**src/hw/rtl/rgbec_pkg.sv**
```systemverilog
`timescale 1ns / 1ps

package rgbec_pkg;

    // Sizing of the image statistics.
    localparam int MAX_PIXELS_LOG2 = 20;
    localparam int DIST_FRAC_BITS  = 8;

    // Widths of the per-pair arithmetic.
    localparam int CH_W    = 8;
    localparam int SQ_W    = 2 * CH_W;
    localparam int S_W     = SQ_W + 2;
    localparam int RAD_W   = S_W + 2 * DIST_FRAC_BITS;
    localparam int ROOT_W  = RAD_W / 2;
    localparam int REM_W   = ROOT_W + 1;

    // Widths of the image accumulation and normalisation.
    localparam int SUM_W     = ROOT_W + MAX_PIXELS_LOG2;
    localparam int CNT_W     = MAX_PIXELS_LOG2 + 1;
    localparam int SUM16_W   = SUM_W + 16 - DIST_FRAC_BITS;
    localparam int MEAN_W    = ROOT_W + 16 - DIST_FRAC_BITS;
    localparam int K_W       = 24;
    localparam int PROD_W    = MEAN_W + K_W;
    localparam int RND_W     = PROD_W + 1;
    localparam int SHIFT_W   = RND_W - 32;
    localparam int COST_W    = 17;
    localparam int DIV_CNT_W = $clog2(SUM16_W + 1);

    localparam logic [CNT_W-1:0]     CNT_LIMIT    = CNT_W'(1) << MAX_PIXELS_LOG2;
    localparam logic [K_W-1:0]       INV_DIAG_Q32 = K_W'(9724316);
    localparam logic [COST_W-1:0]    COST_ONE     = COST_W'(65536);
    localparam logic [RND_W-1:0]     ROUND_HALF   = RND_W'(1) << 31;
    localparam logic [DIV_CNT_W-1:0] DIV_STEPS    = DIV_CNT_W'(SUM16_W);

    // Data handed from one square-root cell to the next.
    typedef struct packed {
        logic              last;
        logic [RAD_W-1:0]  rad;
        logic [REM_W-1:0]  rem;
        logic [ROOT_W-1:0] root;
    } rgbec_root_t;

    typedef enum logic [1:0] {
        DIV_IDLE,
        DIV_RUN,
        DIV_DONE
    } div_state_t;

endpackage

```
**src/hw/rtl/rgbec_if.sv**
```systemverilog
`timescale 1ns / 1ps

// Pixel-pair channel.
interface rgbec_pix_if import rgbec_pkg::*; ();
    logic            valid;
    logic            ready;
    logic [CH_W-1:0] first_red;
    logic [CH_W-1:0] first_green;
    logic [CH_W-1:0] first_blue;
    logic [CH_W-1:0] second_red;
    logic [CH_W-1:0] second_green;
    logic [CH_W-1:0] second_blue;
    logic            last_pixel;

    modport source (
        output valid, first_red, first_green, first_blue,
        output second_red, second_green, second_blue, last_pixel,
        input  ready
    );
    modport sink (
        input  valid, first_red, first_green, first_blue,
        input  second_red, second_green, second_blue, last_pixel,
        output ready
    );
endinterface

// Image cost channel.
interface rgbec_cost_if import rgbec_pkg::*; ();
    logic              valid;
    logic              ready;
    logic [COST_W-1:0] normalized_cost;
    logic [CNT_W-1:0]  pixels_counted;
    logic              count_overflow;

    modport source (
        output valid, normalized_cost, pixels_counted, count_overflow,
        input  ready
    );
    modport sink (
        input  valid, normalized_cost, pixels_counted, count_overflow,
        output ready
    );
endinterface

```
**src/hw/rtl/rgbec_root_cell.sv**
```systemverilog
`timescale 1ns / 1ps

// One digit of the integer square root: brings down two radicand bits and
// decides one root bit, then passes the partial result on.
module rgbec_root_cell import rgbec_pkg::*; (
    input  logic        clk,
    input  logic        rst_n,
    input  logic        adv,
    input  logic        up_valid,
    input  rgbec_root_t up_data,
    output logic        dn_valid,
    output rgbec_root_t dn_data
);

    logic                valid_reg;
    rgbec_root_t         data_reg;
    rgbec_root_t         data_next;
    logic [REM_W+1:0]    rem_sh;
    logic [REM_W+1:0]    trial;
    logic                take_bit;

    always_comb
    begin
        rem_sh   = {up_data.rem, up_data.rad[RAD_W-1 -: 2]};
        trial    = (REM_W+2)'({up_data.root, 2'b01});
        take_bit = (rem_sh >= trial);

        data_next.last = up_data.last;
        data_next.rad  = up_data.rad << 2;
        if (take_bit)
        begin
            data_next.rem = REM_W'(rem_sh - trial);
        end
        else
        begin
            data_next.rem = rem_sh[REM_W-1:0];
        end
        data_next.root = {up_data.root[ROOT_W-2:0], take_bit};
    end

    always_ff @(posedge clk or negedge rst_n)
    begin
        if (!rst_n)
        begin
            valid_reg <= 1'b0;
        end
        else if (adv)
        begin
            valid_reg <= up_valid;
        end
    end

    always_ff @(posedge clk)
    begin
        if (adv)
        begin
            data_reg <= data_next;
        end
    end

    assign dn_valid = valid_reg;
    assign dn_data  = data_reg;

endmodule

```
**src/hw/rtl/rgbec_divider.sv**
```systemverilog
`timescale 1ns / 1ps

// Restoring divider, one quotient bit per cycle. The quotient is held
// until it is taken.
module rgbec_divider import rgbec_pkg::*; (
    input  logic               clk,
    input  logic               rst_n,
    input  logic               start,
    input  logic [SUM16_W-1:0] dividend,
    input  logic [CNT_W-1:0]   divisor,
    input  logic               take,
    output logic               busy,
    output logic               done,
    output logic [SUM16_W-1:0] quotient
);

    div_state_t           state_reg;
    div_state_t           state_next;
    logic [DIV_CNT_W-1:0] cnt_reg;
    logic [SUM16_W-1:0]   dvd_reg;
    logic [SUM16_W-1:0]   quo_reg;
    logic [CNT_W-1:0]     rem_reg;
    logic [CNT_W-1:0]     dsr_reg;
    logic [CNT_W:0]       rem_sh;
    logic [CNT_W:0]       diff;
    logic                 ge;

    assign rem_sh = {rem_reg, dvd_reg[SUM16_W-1]};
    assign ge     = (rem_sh >= {1'b0, dsr_reg});
    assign diff   = rem_sh - {1'b0, dsr_reg};

    always_comb
    begin
        state_next = state_reg;
        busy       = 1'b1;
        done       = 1'b0;
        unique case (state_reg)
            DIV_IDLE:
            begin
                busy = 1'b0;
                if (start)
                begin
                    state_next = DIV_RUN;
                end
            end
            DIV_RUN:
            begin
                if (cnt_reg == DIV_CNT_W'(1))
                begin
                    state_next = DIV_DONE;
                end
            end
            DIV_DONE:
            begin
                done = 1'b1;
                if (take)
                begin
                    state_next = DIV_IDLE;
                end
            end
            default:
            begin
                state_next = DIV_IDLE;
            end
        endcase
    end

    always_ff @(posedge clk or negedge rst_n)
    begin
        if (!rst_n)
        begin
            state_reg <= DIV_IDLE;
            cnt_reg   <= '0;
        end
        else
        begin
            state_reg <= state_next;
            if (state_reg == DIV_IDLE && start)
            begin
                cnt_reg <= DIV_STEPS;
            end
            else if (state_reg == DIV_RUN)
            begin
                cnt_reg <= cnt_reg - DIV_CNT_W'(1);
            end
        end
    end

    always_ff @(posedge clk)
    begin
        if (state_reg == DIV_IDLE && start)
        begin
            dvd_reg <= dividend;
            dsr_reg <= divisor;
            rem_reg <= '0;
        end
        else if (state_reg == DIV_RUN)
        begin
            dvd_reg <= dvd_reg << 1;
            quo_reg <= {quo_reg[SUM16_W-2:0], ge};
            rem_reg <= ge ? diff[CNT_W-1:0] : rem_sh[CNT_W-1:0];
        end
    end

    assign quotient = quo_reg;

`ifndef NO_ASSERTIONS
    a_div_latency: assert property (@(posedge clk) disable iff (!rst_n)
        (start && !busy) |-> ##(SUM16_W + 1) done)
        else $error("divider did not finish in the expected number of cycles");

    a_div_hold: assert property (@(posedge clk) disable iff (!rst_n)
        (done && !take) |=> (done && $stable(quotient)))
        else $error("divider result changed before it was taken");
`endif

endmodule

```
**src/hw/rtl/rgb_euclidean_image_cost.sv**
```systemverilog
`timescale 1ns / 1ps
// An accepted pair passes the front register and the chain of root cells before
// it is accumulated; the last pair of an image then passes the bit-serial divider,
// the scaling register and the output register on its way to its cost item.
// Throughput: one pixel pair per cycle; a last pair waits at the end of the
// root chain while the divider still holds the previous image, dividing or
// waiting for its quotient to be taken.
// Reset: asynchronous, active low; clears all valid bits, sum, count and flag.
//
// Each item carries two RGB pixels. A front stage forms the sum of squared
// channel differences, and a chain of identical cells then extracts the
// distance, one root bit per cell, with the item moving one cell per cycle.
// At the end of the chain the distances are summed and pairs counted. The
// last item of an image hands sum and count to the divider, and the mean is
// scaled by 1/(255*sqrt(3)) with one multiply, rounded and saturated.

module rgb_euclidean_image_cost import rgbec_pkg::*; (
    input  logic          clk,
    input  logic          rst_n,
    rgbec_pix_if.sink     pixels,
    rgbec_cost_if.source  costs
);

    // The whole root chain moves together; it stops only when a last pair
    // has reached its end and the divider is still busy with the previous
    // image.
    logic advance;
    logic fire;
    logic div_start;
    logic div_busy;
    logic div_done;
    logic div_take;
    logic [SUM16_W-1:0] div_quo;

    // Front stage: squared colour distance.
    logic [CH_W-1:0] d_red;
    logic [CH_W-1:0] d_green;
    logic [CH_W-1:0] d_blue;
    logic [S_W-1:0]  s_value;
    logic            front_valid_reg;
    logic            front_last_reg;
    logic [S_W-1:0]  front_s_reg;

    function automatic logic [CH_W-1:0] abs_diff(input logic [CH_W-1:0] a,
                                                 input logic [CH_W-1:0] b);
        abs_diff = (a >= b) ? (a - b) : (b - a);
    endfunction

    always_comb
    begin
        d_red   = abs_diff(pixels.first_red,   pixels.second_red);
        d_green = abs_diff(pixels.first_green, pixels.second_green);
        d_blue  = abs_diff(pixels.first_blue,  pixels.second_blue);
        s_value = S_W'(SQ_W'(d_red) * SQ_W'(d_red))
                + S_W'(SQ_W'(d_green) * SQ_W'(d_green))
                + S_W'(SQ_W'(d_blue) * SQ_W'(d_blue));
    end

    assign pixels.ready = advance;

    always_ff @(posedge clk or negedge rst_n)
    begin
        if (!rst_n)
        begin
            front_valid_reg <= 1'b0;
        end
        else if (advance)
        begin
            front_valid_reg <= pixels.valid;
        end
    end

    always_ff @(posedge clk)
    begin
        if (advance)
        begin
            front_last_reg <= pixels.last_pixel;
            front_s_reg    <= s_value;
        end
    end

    // Square-root chain. The radicand is the squared distance shifted up by
    // twice the fraction bits, so the root carries DIST_FRAC_BITS fraction
    // bits.
    logic        chain_valid [ROOT_W+1];
    rgbec_root_t chain_data  [ROOT_W+1];

    always_comb
    begin
        chain_valid[0]     = front_valid_reg;
        chain_data[0].last = front_last_reg;
        chain_data[0].rad  = RAD_W'(front_s_reg) << (2 * DIST_FRAC_BITS);
        chain_data[0].rem  = '0;
        chain_data[0].root = '0;
    end

    for (genvar i = 0; i < ROOT_W; i++)
    begin : g_root
        rgbec_root_cell u_cell (
            .clk      (clk),
            .rst_n    (rst_n),
            .adv      (advance),
            .up_valid (chain_valid[i]),
            .up_data  (chain_data[i]),
            .dn_valid (chain_valid[i+1]),
            .dn_data  (chain_data[i+1])
        );
    end

    // Image accumulation at the end of the chain.
    logic              tail_valid;
    rgbec_root_t       tail;
    logic [SUM_W-1:0]  sum_reg;
    logic [CNT_W-1:0]  count_reg;
    logic              ovf_reg;
    logic              at_limit;
    logic [SUM_W-1:0]  sum_next;
    logic [CNT_W-1:0]  count_next;
    logic              ovf_next;

    assign tail_valid = chain_valid[ROOT_W];
    assign tail       = chain_data[ROOT_W];
    assign advance    = !(tail_valid && tail.last && div_busy);
    assign fire       = tail_valid && advance;
    assign div_start  = fire && tail.last;

    // A pair that arrives while the count sits at its limit is dropped and
    // only marks the overflow.
    always_comb
    begin
        at_limit = (count_reg == CNT_LIMIT);
        if (at_limit)
        begin
            sum_next   = sum_reg;
            count_next = count_reg;
        end
        else
        begin
            sum_next   = sum_reg + SUM_W'(tail.root);
            count_next = count_reg + CNT_W'(1);
        end
        ovf_next = ovf_reg | at_limit;
    end

    always_ff @(posedge clk or negedge rst_n)
    begin
        if (!rst_n)
        begin
            sum_reg   <= '0;
            count_reg <= '0;
            ovf_reg   <= 1'b0;
        end
        else if (fire)
        begin
            if (tail.last)
            begin
                sum_reg   <= '0;
                count_reg <= '0;
                ovf_reg   <= 1'b0;
            end
            else
            begin
                sum_reg   <= sum_next;
                count_reg <= count_next;
                ovf_reg   <= ovf_next;
            end
        end
    end

    // Image totals that travel alongside the division.
    logic [CNT_W-1:0] meta_cnt_reg;
    logic             meta_ovf_reg;
    logic             meta_zero_reg;

    always_ff @(posedge clk)
    begin
        if (div_start)
        begin
            meta_cnt_reg  <= count_next;
            meta_ovf_reg  <= ovf_next;
            meta_zero_reg <= (count_next == '0);
        end
    end

    rgbec_divider u_divider (
        .clk      (clk),
        .rst_n    (rst_n),
        .start    (div_start),
        .dividend (SUM16_W'(sum_next) << (16 - DIST_FRAC_BITS)),
        .divisor  (count_next),
        .take     (div_take),
        .busy     (div_busy),
        .done     (div_done),
        .quotient (div_quo)
    );

    // Scaling stage: mean times round(2^32 / (255*sqrt(3))). The mean never
    // exceeds the largest distance, so its upper quotient bits are zero.
    logic              mul_valid_reg;
    logic [PROD_W-1:0] mul_prod_reg;
    logic [CNT_W-1:0]  mul_cnt_reg;
    logic              mul_ovf_reg;
    logic              mul_zero_reg;
    logic              out_load;

    assign out_load = mul_valid_reg && (!costs.valid || costs.ready);
    assign div_take = div_done && (!mul_valid_reg || out_load);

    always_ff @(posedge clk or negedge rst_n)
    begin
        if (!rst_n)
        begin
            mul_valid_reg <= 1'b0;
        end
        else if (div_take)
        begin
            mul_valid_reg <= 1'b1;
        end
        else if (out_load)
        begin
            mul_valid_reg <= 1'b0;
        end
    end

    always_ff @(posedge clk)
    begin
        if (div_take)
        begin
            mul_prod_reg <= PROD_W'(div_quo[MEAN_W-1:0]) * PROD_W'(INV_DIAG_Q32);
            mul_cnt_reg  <= meta_cnt_reg;
            mul_ovf_reg  <= meta_ovf_reg;
            mul_zero_reg <= meta_zero_reg;
        end
    end

    // Output register: round to nearest, saturate at 1.0, and force zero for
    // an image with no counted pairs.
    logic [RND_W-1:0]   rounded;
    logic [SHIFT_W-1:0] scaled;
    logic [COST_W-1:0]  cost_value;
    logic               out_valid_reg;
    logic [COST_W-1:0]  out_cost_reg;
    logic [CNT_W-1:0]   out_cnt_reg;
    logic               out_ovf_reg;

    always_comb
    begin
        rounded = RND_W'(mul_prod_reg) + ROUND_HALF;
        scaled  = rounded[RND_W-1:32];
        if (mul_zero_reg)
        begin
            cost_value = '0;
        end
        else if (scaled > SHIFT_W'(COST_ONE))
        begin
            cost_value = COST_ONE;
        end
        else
        begin
            cost_value = scaled[COST_W-1:0];
        end
    end

    always_ff @(posedge clk or negedge rst_n)
    begin
        if (!rst_n)
        begin
            out_valid_reg <= 1'b0;
        end
        else if (out_load)
        begin
            out_valid_reg <= 1'b1;
        end
        else if (costs.ready)
        begin
            out_valid_reg <= 1'b0;
        end
    end

    always_ff @(posedge clk)
    begin
        if (out_load)
        begin
            out_cost_reg <= cost_value;
            out_cnt_reg  <= mul_cnt_reg;
            out_ovf_reg  <= mul_ovf_reg;
        end
    end

    assign costs.valid           = out_valid_reg;
    assign costs.normalized_cost = out_cost_reg;
    assign costs.pixels_counted  = out_cnt_reg;
    assign costs.count_overflow  = out_ovf_reg;

`ifndef NO_ASSERTIONS
    a_count_bound: assert property (@(posedge clk) disable iff (!rst_n)
        count_reg <= CNT_LIMIT)
        else $error("pixel count passed its limit");

    a_cost_bound: assert property (@(posedge clk) disable iff (!rst_n)
        costs.valid |-> (costs.normalized_cost <= COST_ONE))
        else $error("cost above 1.0 on the output");

    a_count_nonzero: assert property (@(posedge clk) disable iff (!rst_n)
        costs.valid |-> (costs.pixels_counted != '0))
        else $error("cost item for an image with no counted pairs");
`endif

endmodule

```
**src/flat_wrapper.sv**
```systemverilog
// flat-port wrapper written by rule: the top's interface ports become plain ports
module rgb_euclidean_image_cost_flat import rgbec_pkg::*;
  (clk, rst_n, pixels_valid, pixels_first_red, pixels_first_green, pixels_first_blue, pixels_second_red, pixels_second_green, pixels_second_blue, pixels_last_pixel, pixels_ready, costs_valid, costs_normalized_cost, costs_pixels_counted, costs_count_overflow, costs_ready);
  rgbec_pix_if pixels_i ();
  rgbec_cost_if costs_i ();
  input  logic clk;
  input  logic rst_n;
  input wire logic [$bits(pixels_i.valid)-1:0] pixels_valid;
  input wire logic [$bits(pixels_i.first_red)-1:0] pixels_first_red;
  input wire logic [$bits(pixels_i.first_green)-1:0] pixels_first_green;
  input wire logic [$bits(pixels_i.first_blue)-1:0] pixels_first_blue;
  input wire logic [$bits(pixels_i.second_red)-1:0] pixels_second_red;
  input wire logic [$bits(pixels_i.second_green)-1:0] pixels_second_green;
  input wire logic [$bits(pixels_i.second_blue)-1:0] pixels_second_blue;
  input wire logic [$bits(pixels_i.last_pixel)-1:0] pixels_last_pixel;
  output wire logic [$bits(pixels_i.ready)-1:0] pixels_ready;
  output wire logic [$bits(costs_i.valid)-1:0] costs_valid;
  output wire logic [$bits(costs_i.normalized_cost)-1:0] costs_normalized_cost;
  output wire logic [$bits(costs_i.pixels_counted)-1:0] costs_pixels_counted;
  output wire logic [$bits(costs_i.count_overflow)-1:0] costs_count_overflow;
  input wire logic [$bits(costs_i.ready)-1:0] costs_ready;
  assign pixels_i.valid = pixels_valid;
  assign pixels_i.first_red = pixels_first_red;
  assign pixels_i.first_green = pixels_first_green;
  assign pixels_i.first_blue = pixels_first_blue;
  assign pixels_i.second_red = pixels_second_red;
  assign pixels_i.second_green = pixels_second_green;
  assign pixels_i.second_blue = pixels_second_blue;
  assign pixels_i.last_pixel = pixels_last_pixel;
  assign pixels_ready = pixels_i.ready;
  assign costs_valid = costs_i.valid;
  assign costs_normalized_cost = costs_i.normalized_cost;
  assign costs_pixels_counted = costs_i.pixels_counted;
  assign costs_count_overflow = costs_i.count_overflow;
  assign costs_i.ready = costs_ready;
  rgb_euclidean_image_cost u_core (.clk(clk), .rst_n(rst_n), .pixels(pixels_i), .costs(costs_i));
endmodule
```
**config.mk**
```make
export PLATFORM = sky130hd
export DESIGN_NAME = rgb_euclidean_image_cost_flat
export DESIGN_NICKNAME = d
export VERILOG_FILES = /design/src/hw/rtl/rgbec_pkg.sv /design/src/hw/rtl/rgbec_if.sv /design/src/hw/rtl/rgbec_root_cell.sv /design/src/hw/rtl/rgbec_divider.sv /design/src/hw/rtl/rgb_euclidean_image_cost.sv /design/src/flat_wrapper.sv
export SDC_FILE = /design/constraint.sdc
export NUM_CORES = 2
export LEC_CHECK = 0
export BUFFER_PORTS_ARGS = -buffer_cell sky130_fd_sc_hd__buf_2
export CORE_UTILIZATION = 45
export DETAILED_ROUTE_END_ITERATION = 7
export PLACE_DENSITY = 0.56
export SYNTH_ARGS = -nofsm -noshare
export SYNTH_HDL_FRONTEND = slang
export SYNTH_SLANG_ARGS = --single-unit
```
**constraint.sdc**
```tcl
create_clock -name clk -period 37 [get_ports clk]
set_input_delay 1.85 -clock clk [delete_from_list [all_inputs] [get_ports clk]]
set_output_delay 1.85 -clock clk [all_outputs]
set_load 0.005 [all_outputs]
```
==> results by group <==
Synth
  • Post-synthesis register bit count: ~800
  • Mux contribution to synthesized area: 1.93%
  • FFs w/ async S/R, synth: 10.7%
  • Synth top area share: between 30% and 40%
  • Synth cell types: about 90
  • Synthesized instance count: 4,888
  • Complex-gate fraction of the synthesized area: about 9.3%
  • Synth Area in XOR/XNOR: around 5.4%
  • Top-count cell post-synth: inv_1
  • EDFF count, synth: just over 700
  • Dominant synthesized flop cell: edfxtp_1
  • Post-Syn Area: roughly 54,000 um2
  • Post-synthesis area per instance: approximately 11 um2
  • Net Count, Synth: approximately 5,800
  • Area contributors post-synth: edfxtp_1 39%, ha_1 13%, fa_1 11%
  • Simple-gate share of the synthesized area: roughly a tenth
  • Main combinational cell family by area after synthesis: adder cells
  • Post-synthesis sequential area ratio: between 40% and 50%
  • Synth Area in Adders: 24.0%
  • Post-synth top area cell: edfxtp_1
  • Number of synthesis warnings: 0
  • Post-synth top cells: 751 x inv_1, 708 x edfxtp_1, 577 x ha_1

Route
  • Routed Wire Length: 102 mm
  • DRC: 0
  • Drt wl/cell: 15.3 um
  • Antenna-violating nets left: 0
  • Drt pass-1 iters: 7
  • DRT iter0 DRCs: 1,555
  • Via count: approximately 34,000
  • Vias/cell: between 5 and 6

Timing
  • RSZ-0062 raised after global routing: no
  • Peak Freq: between 0.08 and 0.09 GHz
  • Final hold vios: 0
  • Fin crit period: roughly 12 ns
  • Final worst slack: 24.71 ns
  • Slew Limit Fails: 0
  • Setup TNS: 0 ns
  • Slew headroom: 15.5%
  • Clk_skew: ~0.046 ns
  • Final period util: approximately a third
  • Final setup violation count: 0
  • Least-Margin Pin Slew: roughly 1.3 ns

Worst setup path
  • Reg-to-Reg Start: u_core.u_divider.quotient[16]$_DFFE_PP_
  • Capture point of the worst path: u_core.front_s_reg[17]$_DFFE_PN_
  • R2r setup slk: a little under 30 ns
  • Reg2reg path depth: 20
  • Startpoint type of the worst setup path: input port
  • WP data required: approximately 37 ns
  • Critical Path Sink Type: flip-flop
  • CP max FO: 9
  • Crit path largest cell delay: between 0.5 and 0.6 ns
  • Crit path kind: input port to flip-flop
  • CP Launch Point: pixels_first_green[0]
  • Worst EP arrival: approximately 13 ns
  • Crit Reg-Reg Endpoint: u_core.mul_prod_reg[48]$_DFFE_PP_
  • Most used cell, CP: fa_1
  • Slowest-stage cell, CP: fa_1

CTS
  • Post-cts sizing count: 0
  • CTS Buffer Depth: 3
  • TritonCTS buffer count: between 90 and 100
  • Clk Latency, worst-skew pair: 0.67 ns
  • Hold bufs inserted after CTS: 0
  • Clock Pin Slew Worst Setup and Hold Paths: around 0.06 ns
  • TritonCTS clock tree: done
  • H-tree Lvls: 3
  • Root Buffer: clkbuf_16
  • Clk sinks: just over 800
  • Post-CTS setup buffer count: 0

Die
  • Starting Density: between 40% and 50%
  • Io pins: 94
  • Chip width: roughly 350 um
  • Die footprint: 122,000 um2
  • Total core area: 120,000 um2
  • Die Span Y: 350 um
  • Row count: 127

Layout
  • Largest register FFs: around 500
  • Final net count: approximately 5,900
  • # diodes: 0
  • Layout area overhead: 10.1%
  • Layout cells sized above 1: under 10%
  • FILL cells: 10,800

Global routing
  • Grt ovf: 0
  • Largest net degree at the start of global routing: a little under 200
  • Total GRT Usage: roughly 17%
  • Initial antenna violation count: 2
  • Number of global-route vias before repair: around 34,000
  • First-pass GRT wire length: approximately 170 mm

Place
  • RePlAce Congestion: 0.860
  • # port buffers: 93
  • Post-detail-place hpwl: 77.5 mm
  • Worst slack at placement: between 20 and 25 ns

Hold path
  • Min-Delay Path Class: flip-flop to flip-flop

Flow run
  • Max Cap Violations: 0

Run status
  • Status: finished clean
==> worst max-delay path, delay by kind of cell <==
family	cells	cell delay [ns]
mux	2	0.56
compound gates	13	2.96
fa+ha+maj	14	6.17
simple gates	3	0.43
xor+xnor	1	0.18
buf+inv	9	0.50
==> through the flow <==
stage | std cells | area, um2 | hold slack [ns] | utilization, %
finish | 6699 | 60000 | 0.387 | 50.0
detailed placement | 6528 | 56900 | 0.405 | 47.4
global route | 6699 | 60000 | 0.397 | 50.0
global placement | 6528 | 56900 | 0.401 | 47.4
CTS | 6699 | 60000 | 0.382 | 50.0
floorplan | 4888 | 54500 | 0.400 | -
==> layout make-up <==
type	count	area, um2	share of cell area [%]
timing repair buffer	117	686	1.14
tap	1612	2020	3.36
inverter	753	2830	4.71
multi-input combinational	3230	27500	45.8
clock inverter	59	607	1.01
clock buffer	112	2510	4.19
sequential	816	23900	39.8
==> worst min path at each step <==
stage,start,end,depth (start not counted)
2_1_floorplan,u_core.mul_ovf_reg$_DFFE_PP_,u_core.costs.count_overflow$_DFFE_PP_,0
3_3_place_gp,u_core.g_root[12].u_cell.dn_data[69]$_DFFE_PN_,u_core.g_root[13].u_cell.dn_data[69]$_DFFE_PN_,0
3_5_place_dp,u_core.mul_cnt_reg[14]$_DFFE_PP_,u_core.costs.pixels_counted[14]$_DFFE_PP_,0
4_1_cts,u_core.front_s_reg[7]$_DFFE_PN_,u_core.g_root[0].u_cell.dn_data[60]$_DFFE_PN_,0
5_1_grt,u_core.front_s_reg[7]$_DFFE_PN_,u_core.g_root[0].u_cell.dn_data[60]$_DFFE_PN_,0
6_report,u_core.front_s_reg[7]$_DFFE_PN_,u_core.g_root[0].u_cell.dn_data[60]$_DFFE_PN_,0
==> metal layers <==
layer	wire length, um	vias to the layer above	global-route usage [%]
met5	13	-	0
met1	47000	16200	22.4
met3	2760	142	2.31
met4	2150	2	4.26
li1	-	17100	-
met2	50400	372	29.7
==> layout by cell type, fill, tap and decap left out, drive strengths merged, types with 86 or more instances in the layout <==
| master | Yosys | final |
|---|---|---|
| a21oi | 237 | 237 |
| xor2 | 138 | 138 |
| ha | 577 | 577 |
| fa | 292 | 292 |
| nand2 | 348 | 348 |
| buf | 17 | 117 |
| nor3 | 86 | 86 |
| clkbuf | 72 | 112 |
| edfxtp | 708 | 708 |
| dfrtp | 87 | 87 |
| inv | 751 | 755 |
| xnor2 | 198 | 198 |
| nor2 | 305 | 305 |
| o21ai | 231 | 231 |
==> cell families (layout without fill, tap and decap cells) <==
group,Yosys count,in the layout
XOR/XNOR,336,336
flip-flops,816,816
AO/OA/AOI/OAI,806,806
AND/OR/NAND/NOR,1119,1119
adder cells (fa/ha/maj),869,869
buffers and inverters,842,1041
other,1,1
multiplexers,99,99
Power is left out: the tool's default activity adds up to more than one toggle a clock period on the data nets, which glitch-free logic cannot reach.
